### src/ihc_pkg.sv
// ihc_pkg: shared types and constants for the ipv4 header check core
// used by ihc_front, ihc_back and ipv4_header_check_core
package ihc_pkg;

   localparam int FRONT_QUEUE_DEPTH  = 4;
   localparam int RESULT_QUEUE_DEPTH = 2;

   localparam logic [15:0] COUNT_MAX      = 16'hFFFF;
   localparam logic [15:0] MIN_HEADER_LEN = 16'd20;
   localparam logic [3:0]  IP_VERSION     = 4'd4;
   localparam logic [3:0]  MIN_HEADER_WDS = 4'd5;
   localparam logic [15:0] TTL_INDEX      = 16'd8;
   localparam logic [15:0] DEST_FIRST     = 16'd16;
   localparam logic [15:0] DEST_LAST      = 16'd19;
   localparam logic [15:0] SUM_GOOD       = 16'hFFFF;
   localparam logic [31:0] BROADCAST_ADDR = 32'hFFFF_FFFF;

   typedef enum logic [2:0] {
      ST_ACCEPT   = 3'd0,
      ST_TTL      = 3'd1,
      ST_VERSION  = 3'd2,
      ST_HEADLEN  = 3'd3,
      ST_DEST     = 3'd4,
      ST_CHECKSUM = 3'd5,
      ST_TRUNC    = 3'd6
   } status_type;

   // one classified byte handed from front to back
   typedef struct packed {
      logic [7:0]  data;
      logic        first;
      logic        ttl_pos;
      logic        dest_pos;
      logic        sum_hi;
      logic        sum_lo;
      logic        last;
      logic        trunc;
      logic        hlen_bad;
      logic [15:0] length;
   } item_type;

   typedef struct packed {
      status_type  status;
      logic [15:0] length;
   } result_type;

endpackage

### src/ihc_fifo.sv
// ihc_fifo: small register queue with full and empty flags
// no package dependency; used between front and back and for results
module ihc_fifo #(
   parameter int WIDTH = 8,
   parameter int DEPTH = 4
) (
   input  logic             clock,
   input  logic             reset,
   input  logic             push,
   input  logic [WIDTH-1:0] push_data,
   input  logic             pop,
   output logic [WIDTH-1:0] pop_data,
   output logic             full,
   output logic             empty
);

   localparam int PW = (DEPTH > 1) ? $clog2(DEPTH) : 1;
   localparam int CW = $clog2(DEPTH + 1);

   logic [WIDTH-1:0] mem_ff [DEPTH];
   logic [PW-1:0]    wr_ptr_ff, wr_ptr_in;
   logic [PW-1:0]    rd_ptr_ff, rd_ptr_in;
   logic [CW-1:0]    count_ff, count_in;
   logic             do_push, do_pop;

   assign full     = (count_ff == CW'(DEPTH));
   assign empty    = (count_ff == '0);
   assign do_push  = push && !full;
   assign do_pop   = pop && !empty;
   assign pop_data = mem_ff[rd_ptr_ff];

   always_comb begin
      wr_ptr_in = wr_ptr_ff;
      rd_ptr_in = rd_ptr_ff;
      count_in  = count_ff;
      if (do_push) begin
         wr_ptr_in = (wr_ptr_ff == PW'(DEPTH - 1)) ? '0 : wr_ptr_ff + 1'b1;
      end
      if (do_pop) begin
         rd_ptr_in = (rd_ptr_ff == PW'(DEPTH - 1)) ? '0 : rd_ptr_ff + 1'b1;
      end
      if (do_push && !do_pop) begin
         count_in = count_ff + 1'b1;
      end else if (do_pop && !do_push) begin
         count_in = count_ff - 1'b1;
      end
   end

   always_ff @(posedge clock) begin
      if (reset) begin
         wr_ptr_ff <= '0;
         rd_ptr_ff <= '0;
         count_ff  <= '0;
      end else begin
         wr_ptr_ff <= wr_ptr_in;
         rd_ptr_ff <= rd_ptr_in;
         count_ff  <= count_in;
      end
   end

   always_ff @(posedge clock) begin
      if (do_push) begin
         mem_ff[wr_ptr_ff] <= push_data;
      end
   end

endmodule

### src/ihc_front.sv
// ihc_front: counts request bytes and tags each with its header role
// depends on ihc_pkg
module ihc_front (
   input  logic              clock,
   input  logic              reset,
   input  logic              accept,
   input  logic [7:0]        data_byte,
   input  logic              last_byte,
   output ihc_pkg::item_type item
);
   import ihc_pkg::*;

   logic [15:0] count_ff, count_in;
   logic [3:0]  hw_ff, hw_in;
   logic [3:0]  hw_cur;
   logic [15:0] hdr_bytes;
   logic [15:0] len;
   logic        first;
   logic        in_header;

   assign first     = (count_ff == '0);
   assign hw_cur    = first ? data_byte[3:0] : hw_ff;
   assign hdr_bytes = {10'd0, hw_cur, 2'b00};
   assign in_header = (count_ff < hdr_bytes);
   assign len       = (count_ff < COUNT_MAX) ? count_ff + 16'd1 : count_ff;

   always_comb begin
      item.data     = data_byte;
      item.first    = first;
      item.ttl_pos  = (count_ff == TTL_INDEX);
      item.dest_pos = (count_ff >= DEST_FIRST) && (count_ff <= DEST_LAST);
      item.sum_hi   = in_header && !count_ff[0];
      item.sum_lo   = in_header && count_ff[0];
      item.last     = last_byte;
      item.trunc    = (len < MIN_HEADER_LEN) || (len < hdr_bytes);
      item.hlen_bad = (hw_cur < MIN_HEADER_WDS);
      item.length   = len;
   end

   always_comb begin
      count_in = count_ff;
      hw_in    = hw_ff;
      if (accept) begin
         if (last_byte) begin
            count_in = '0;
            hw_in    = '0;
         end else begin
            count_in = len;
            hw_in    = hw_cur;
         end
      end
   end

   always_ff @(posedge clock) begin
      if (reset) begin
         count_ff <= '0;
         hw_ff    <= '0;
      end else begin
         count_ff <= count_in;
         hw_ff    <= hw_in;
      end
   end

endmodule

### src/ihc_back.sv
// ihc_back: applies classified bytes to header state and forms the verdict
// depends on ihc_pkg
module ihc_back (
   input  logic                clock,
   input  logic                reset,
   input  ihc_pkg::item_type   item,
   input  logic                item_valid,
   output logic                item_pop,
   input  logic [31:0]         local_address,
   input  logic                res_full,
   output logic                res_push,
   output ihc_pkg::result_type result
);
   import ihc_pkg::*;

   logic [3:0]  ver_ff, ver_in, ver_cur;
   logic        ttl_ff, ttl_in, ttl_cur;
   logic [31:0] dest_ff, dest_in, dest_cur;
   logic [15:0] sum_ff, sum_in, sum_cur;
   logic [7:0]  hold_ff, hold_in, hold_cur;
   logic [16:0] sum_wide;

   assign item_pop = item_valid && !res_full;
   assign res_push = item_pop && item.last;

   assign ver_cur  = item.first ? item.data[7:4] : ver_ff;
   assign ttl_cur  = item.ttl_pos ? (item.data == 8'd0) : ttl_ff;
   assign dest_cur = item.dest_pos ? {dest_ff[23:0], item.data} : dest_ff;
   assign hold_cur = item.sum_hi ? item.data : hold_ff;
   assign sum_wide = {1'b0, sum_ff} + {1'b0, hold_ff, item.data};
   assign sum_cur  = item.sum_lo ? sum_wide[15:0] + {15'd0, sum_wide[16]} : sum_ff;

   always_comb begin
      result.length = item.length;
      if (item.trunc) begin
         result.status = ST_TRUNC;
      end else if (ttl_cur) begin
         result.status = ST_TTL;
      end else if (ver_cur != IP_VERSION) begin
         result.status = ST_VERSION;
      end else if (item.hlen_bad) begin
         result.status = ST_HEADLEN;
      end else if (dest_cur != local_address && dest_cur != BROADCAST_ADDR) begin
         result.status = ST_DEST;
      end else if (sum_cur != SUM_GOOD) begin
         result.status = ST_CHECKSUM;
      end else begin
         result.status = ST_ACCEPT;
      end
   end

   always_comb begin
      ver_in  = ver_ff;
      ttl_in  = ttl_ff;
      dest_in = dest_ff;
      sum_in  = sum_ff;
      hold_in = hold_ff;
      if (item_pop) begin
         if (item.last) begin
            ver_in  = '0;
            ttl_in  = 1'b0;
            dest_in = '0;
            sum_in  = '0;
            hold_in = '0;
         end else begin
            ver_in  = ver_cur;
            ttl_in  = ttl_cur;
            dest_in = dest_cur;
            sum_in  = sum_cur;
            hold_in = hold_cur;
         end
      end
   end

   always_ff @(posedge clock) begin
      if (reset) begin
         ver_ff  <= '0;
         ttl_ff  <= 1'b0;
         dest_ff <= '0;
         sum_ff  <= '0;
         hold_ff <= '0;
      end else begin
         ver_ff  <= ver_in;
         ttl_ff  <= ttl_in;
         dest_ff <= dest_in;
         sum_ff  <= sum_in;
         hold_ff <= hold_in;
      end
   end

endmodule

### src/ipv4_header_check_core.sv
// ipv4_header_check_core: streaming ipv4 header validation, one byte per request
// a verdict reaches rsp once the last byte passes the item queue and the back stage
// throughput: one byte per cycle unless a full result queue stalls the back stage
// a front queue decouples byte tagging from header state; a result queue holds verdicts
// reset is synchronous: clears both queues, all per-packet state and local address to zero
// depends on ihc_pkg, ihc_fifo, ihc_front, ihc_back
module ipv4_header_check_core #(
   parameter int FRONT_DEPTH  = ihc_pkg::FRONT_QUEUE_DEPTH,
   parameter int RESULT_DEPTH = ihc_pkg::RESULT_QUEUE_DEPTH
) (
   input  logic        clock,
   input  logic        reset,
   input  logic        req_push,
   output logic        req_full,
   input  logic [7:0]  req_data_byte,
   input  logic        req_last_byte,
   output logic        rsp_empty,
   input  logic        rsp_pop,
   output logic [2:0]  rsp_status,
   output logic [15:0] rsp_packet_length,
   input  logic        csr_write_enable,
   input  logic [31:0] csr_write_data
);
   import ihc_pkg::*;

   logic [31:0] local_address_ff, local_address_in;
   logic        req_accept;
   item_type    front_item, back_item;
   logic        front_empty;
   logic        back_pop;
   logic        res_full, res_push;
   result_type  back_result, rsp_result;

   assign req_accept       = req_push && !req_full;
   assign local_address_in = csr_write_enable ? csr_write_data : local_address_ff;

   always_ff @(posedge clock) begin
      if (reset) begin
         local_address_ff <= '0;
      end else begin
         local_address_ff <= local_address_in;
      end
   end

   ihc_front u_front (
      .clock     (clock),
      .reset     (reset),
      .accept    (req_accept),
      .data_byte (req_data_byte),
      .last_byte (req_last_byte),
      .item      (front_item)
   );

   ihc_fifo #(
      .WIDTH ($bits(item_type)),
      .DEPTH (FRONT_DEPTH)
   ) u_item_queue (
      .clock     (clock),
      .reset     (reset),
      .push      (req_accept),
      .push_data (front_item),
      .pop       (back_pop),
      .pop_data  (back_item),
      .full      (req_full),
      .empty     (front_empty)
   );

   ihc_back u_back (
      .clock         (clock),
      .reset         (reset),
      .item          (back_item),
      .item_valid    (!front_empty),
      .item_pop      (back_pop),
      .local_address (local_address_ff),
      .res_full      (res_full),
      .res_push      (res_push),
      .result        (back_result)
   );

   ihc_fifo #(
      .WIDTH ($bits(result_type)),
      .DEPTH (RESULT_DEPTH)
   ) u_result_queue (
      .clock     (clock),
      .reset     (reset),
      .push      (res_push),
      .push_data (back_result),
      .pop       (rsp_pop),
      .pop_data  (rsp_result),
      .full      (res_full),
      .empty     (rsp_empty)
   );

   assign rsp_status        = rsp_result.status;
   assign rsp_packet_length = rsp_result.length;

`ifndef SYNTH
   a_result_no_overflow : assert property (@(posedge clock) disable iff (reset)
      res_push |-> !res_full)
      else $error("result pushed into a full queue");

   a_pop_needs_item : assert property (@(posedge clock) disable iff (reset)
      back_pop |-> !front_empty)
      else $error("back stage popped an empty item queue");

   a_empty_after_reset : assert property (@(posedge clock)
      reset |=> rsp_empty)
      else $error("result queue not empty after reset");

   a_status_legal : assert property (@(posedge clock) disable iff (reset)
      !rsp_empty |-> (rsp_status != 3'd7))
      else $error("illegal status code on result");
`endif

endmodule
### config.mk
export PLATFORM = sky130hd
export DESIGN_NAME = ipv4_header_check_core
export DESIGN_NICKNAME = d
export VERILOG_FILES = /design/src/ihc_pkg.sv /design/src/ihc_fifo.sv /design/src/ihc_front.sv /design/src/ihc_back.sv /design/src/ipv4_header_check_core.sv
export SDC_FILE = /design/constraint.sdc
export NUM_CORES = 1
export LEC_CHECK = 0
export BUFFER_PORTS_ARGS = -buffer_cell sky130_fd_sc_hd__buf_2
export CAP_MARGIN = 20
export CORE_UTILIZATION = 58
export DETAILED_ROUTE_END_ITERATION = 8
export GPL_TIMING_DRIVEN = 1
export PLACE_DENSITY_LB_ADDON = 0.15
export RECOVER_POWER = 25
export SYNTH_ARGS = -nofsm -noshare
export SYNTH_HDL_FRONTEND = slang
export SYNTH_SLANG_ARGS = --single-unit
### constraint.sdc
create_clock -name clock -period 7.1 [get_ports clock]
set_input_delay 0.355 -clock clock [delete_from_list [all_inputs] [get_ports clock]]
set_output_delay 0.355 -clock clock [all_outputs]
set_load 0.01 [all_outputs]
==> out/metrics.cfg <==
[run_status]
outcome = finished with violations
violations = capacitance limit, slew limit

[logic_synthesis]
synth_top_family_by_area = simple AND/OR/NAND/NOR gates
synth_seq_area_share = 0.5486
synth-compound-area-share = 0.1009
synth_area_leaders = edfxtp_1 (36%), dfxtp_1 (19%), mux2i_1 (5.0%)
syn_nets = 1246
syn-cell-area_sq_um = 13720
syn_avg_cell_area_sq_um = 11.78
synthAdderAreaFrac = 0.03301
yosys.area_share.simple = 0.1313
yosysTopAreaCell = edfxtp_1
synth_top_area_frac = 0.3633
async_flop_share = 0
synth_edf_count = 166
netlist_instances = 1165
synth_cell_type_count = 79
synth.area.mux_share = 0.1185
synth-seq-cells = 293
synthXorXnorAreaFrac = 0.04395
synth_ff_type = edfxtp_1
ys_warn_count = 0

[clock_tree]
cts_root_buffer = clkbuf_16
cts_inserted_buffers = 30
cts_tree = yes
clk_pin_slew_worst_paths_ps = 60
cts.hold.buffers_added = 0
insertion_delay_ps = 560
cts_max_level = 1
clockBufferDepth = 3
postCtsSetupBuffers = 0
cts.sinks = 293
post_cts_resized = 0

[floorplanning]
initial_core_util = 0.5987
design.core.area_sq_um = 22920
die_w_um = 155.8
ios = 67
die_area_sq_um = 24280
fp-row-count = 55
fp.dieH_um = 155.8

[sta]
fmax_mhz = 172.8
relSlewSlack = -0.4715
setup_violations = 0
fin_hold_ws_ps = 33.95
worst_pin_slew_ps = 2207
clock_skew_ps = 13.20
grt_setup_unrepaired = no
final.setup.tns_ps = 0
min_period_over_period = 0.8148
hold_violations = 0
slew_viol_final = 33
min_period_ps = 5785

[setup_path]
cp.arrival_ps = 6040
worstPathRequired_ps = 7360
worstPathCellList = mux4_2, ha_1, fa_1, a21o_1, nand4_1, nand2_1, a221o_1, and3_1, o21ai_0, nand2b_1, ha_1, and3_2, or3_1, a31o_2, nor2_1, and4b_1, o2111ai_1, and4bb_1, a31oi_1
path_class = register to register
cp-start-kind = register
worstPathMaxFanout = 24
crit_slowest_cell = dfxtp_2
critPathCaptureType = register
cp_common_cell = ha_1
cpPeakStageDelay_ps = 840

[route]
viasPerCell = 6.149
routed_wl_mm = 31.87
drtAntennaViolNets = 0
drc = 0
vias = 9543
drt-initial-drc-count = 1001
dr.pass1.iters = 5
wl_per_cell_um = 20.53

[run]
cap_violations = 1

[global_routing]
grt_pass1_vias = 8975
antenna_found_initial = 0
track_usage = 0.2669
grt_first_pass_wirelength_mm = 49.85
grt_max_degree = 66
grt_overflow = 0

[place]
dp_hpwl_mm = 21.22
placed_cell_area_sq_um = 14290
gp_congestion = 0.9523
io_buffers = 66

[min_path]
holdCritPathClass = primary input to register
min_from = csr_write_data[25]

[layout]
syn2layout_area_growth_pct = 11.02
diodes = 0
final_area_sq_um = 15230
nets = 1296
final_util = 0.6647
layout-drive-gt1-share = 0.1493

[pwr]
powerDensity_nw_per_um2 = 372.5
irDropWorstVdd_mv = 0.1953
power_leakage_nw = 5.448

-- sequential cells by signal, indices dropped and copies added (netlist names), named ones only --
register / flops
local_address_ff: 32
u_back.dest_ff: 32
u_back.hold_ff: 8
u_back.sum_ff: 16
u_back.ttl_ff: 1
u_back.ver_ff: 4
u_front.count_ff: 16
u_front.hw_ff: 4
u_item_queue.count_ff: 3
u_item_queue.mem_ff: 128
u_item_queue.rd_ptr_ff: 2
u_item_queue.wr_ptr_ff: 2
u_result_queue.count_ff: 2
u_result_queue.mem_ff: 38
u_result_queue.rd_ptr_ff: 1
u_result_queue.wr_ptr_ff: 1
-- metal layers --
| layer | up-vias | track usage | routed length [um] |
|---|---|---|---|
| met5 | - | 0 | 0 |
| met4 | 0 | 0.06816 | 612 |
| met3 | 50 | 0.05028 | 2456 |
| met2 | 381 | 0.4054 | 14150 |
| met1 | 4647 | 0.3940 | 14650 |
| li1 | 4465 | - | - |
-- critical path, delay by kind of cell, from the launching register on --
family	cells	cell delay, ps
flops	1	840
compound gates	6	1210
simple gates	9	1800
mux	1	660
fa+ha+maj	3	960
-- synthesized netlist by cell type (all sizes together), types with 3 or more instances --
master   count
nand2       46
xor2        35
a2111oi      3
and2         9
a211oi       5
nor3        25
ha          33
mux4        30
nand4       20
a21oi       47
a22oi       64
o2111ai      3
a21boi       3
clkbuf      35
nand3       23
mux2i       68
o21a         9
buf         25
and3        16
dfxtp      127
or2          3
nor2b        3
or4          3
nand2b      10
xnor2       33
a31oi        4
mux2        24
edfxtp     166
inv         18
a21o         7
o21ai       34
nor4        14
and4         4
nor2       165
or3          9
-- stage by stage --
step / setup WS [ps] / power, mW / std cells
6_report: 1315 / 5.674 / 1552
3_3_place_gp: 1526 / 4.078 / 1496
2_1_floorplan: 2128 / 3.587 / 1165
4_1_cts: 1334 / 5.670 / 1552
5_1_grt: 986.8 / 5.930 / 1552
3_5_place_dp: 1390 / 4.106 / 1496
-- path summary, 6_finish.rpt --
kind                                        to  slack (ps)  cells past startpoint
setup reg to reg  u_result_queue.mem_ff[1][18]        1310                     19
setup / recovery  u_result_queue.mem_ff[1][18]        1310                     19
hold / removal            local_address_ff[25]          30                      3
hold reg to reg               u_back.sum_ff[8]         480                      2
-- logic make-up after synthesis --
kind of cell,Yosys count
and+or+nand+nor,363
DFF,293
AOI/OAI and AO/OA,205
muxes,122
buffers and inverters,79
xor gates and xnor gates,68
adders and majority gates,35
-- where the power goes --
| part | internal, mW | switching [mW] |
|---|---|---|
| combinational | 0.721 | 1.17 |
| sequential | 2.05 | 0.180 |
| clock | 0.904 | 0.655 |
| total | 3.67 | 2.00 |
-- cells in the final DEF (no fill, tap or decap), drive strengths merged, types with 4 or more instances in the layout --
cell / Yosys / final
nand3: 23 / 23
and2: 9 / 9
and4: 4 / 4
nand2: 46 / 46
clkinvlp: 0 / 4
or3: 9 / 9
a22oi: 64 / 64
a21o: 7 / 7
o21ai: 34 / 34
ha: 33 / 33
clkbuf: 35 / 47
inv: 18 / 20
a211oi: 5 / 5
nor3: 25 / 25
mux2: 24 / 24
xor2: 35 / 35
nor2: 165 / 165
xnor2: 33 / 33
a21oi: 47 / 47
nor4: 14 / 14
nand4: 20 / 20
nand2b: 10 / 10
edfxtp: 166 / 166
mux2i: 68 / 68
buf: 25 / 64
and3: 16 / 16
mux4: 30 / 30
dfxtp: 127 / 127
o21a: 9 / 9
clkinv: 1 / 15
a31oi: 4 / 4
-- layout make-up --
cell class	count	area (sq um)
flip-flops and latches	293	7528
well taps	313	391.6
fillers	1742	7684
repair buffers	78	400.4
clock buffers	33	783.3
clock inverters	23	198.9
multi-input cells	793	5858
inverters	19	71.32
Power figures use the tool's default switching activity.
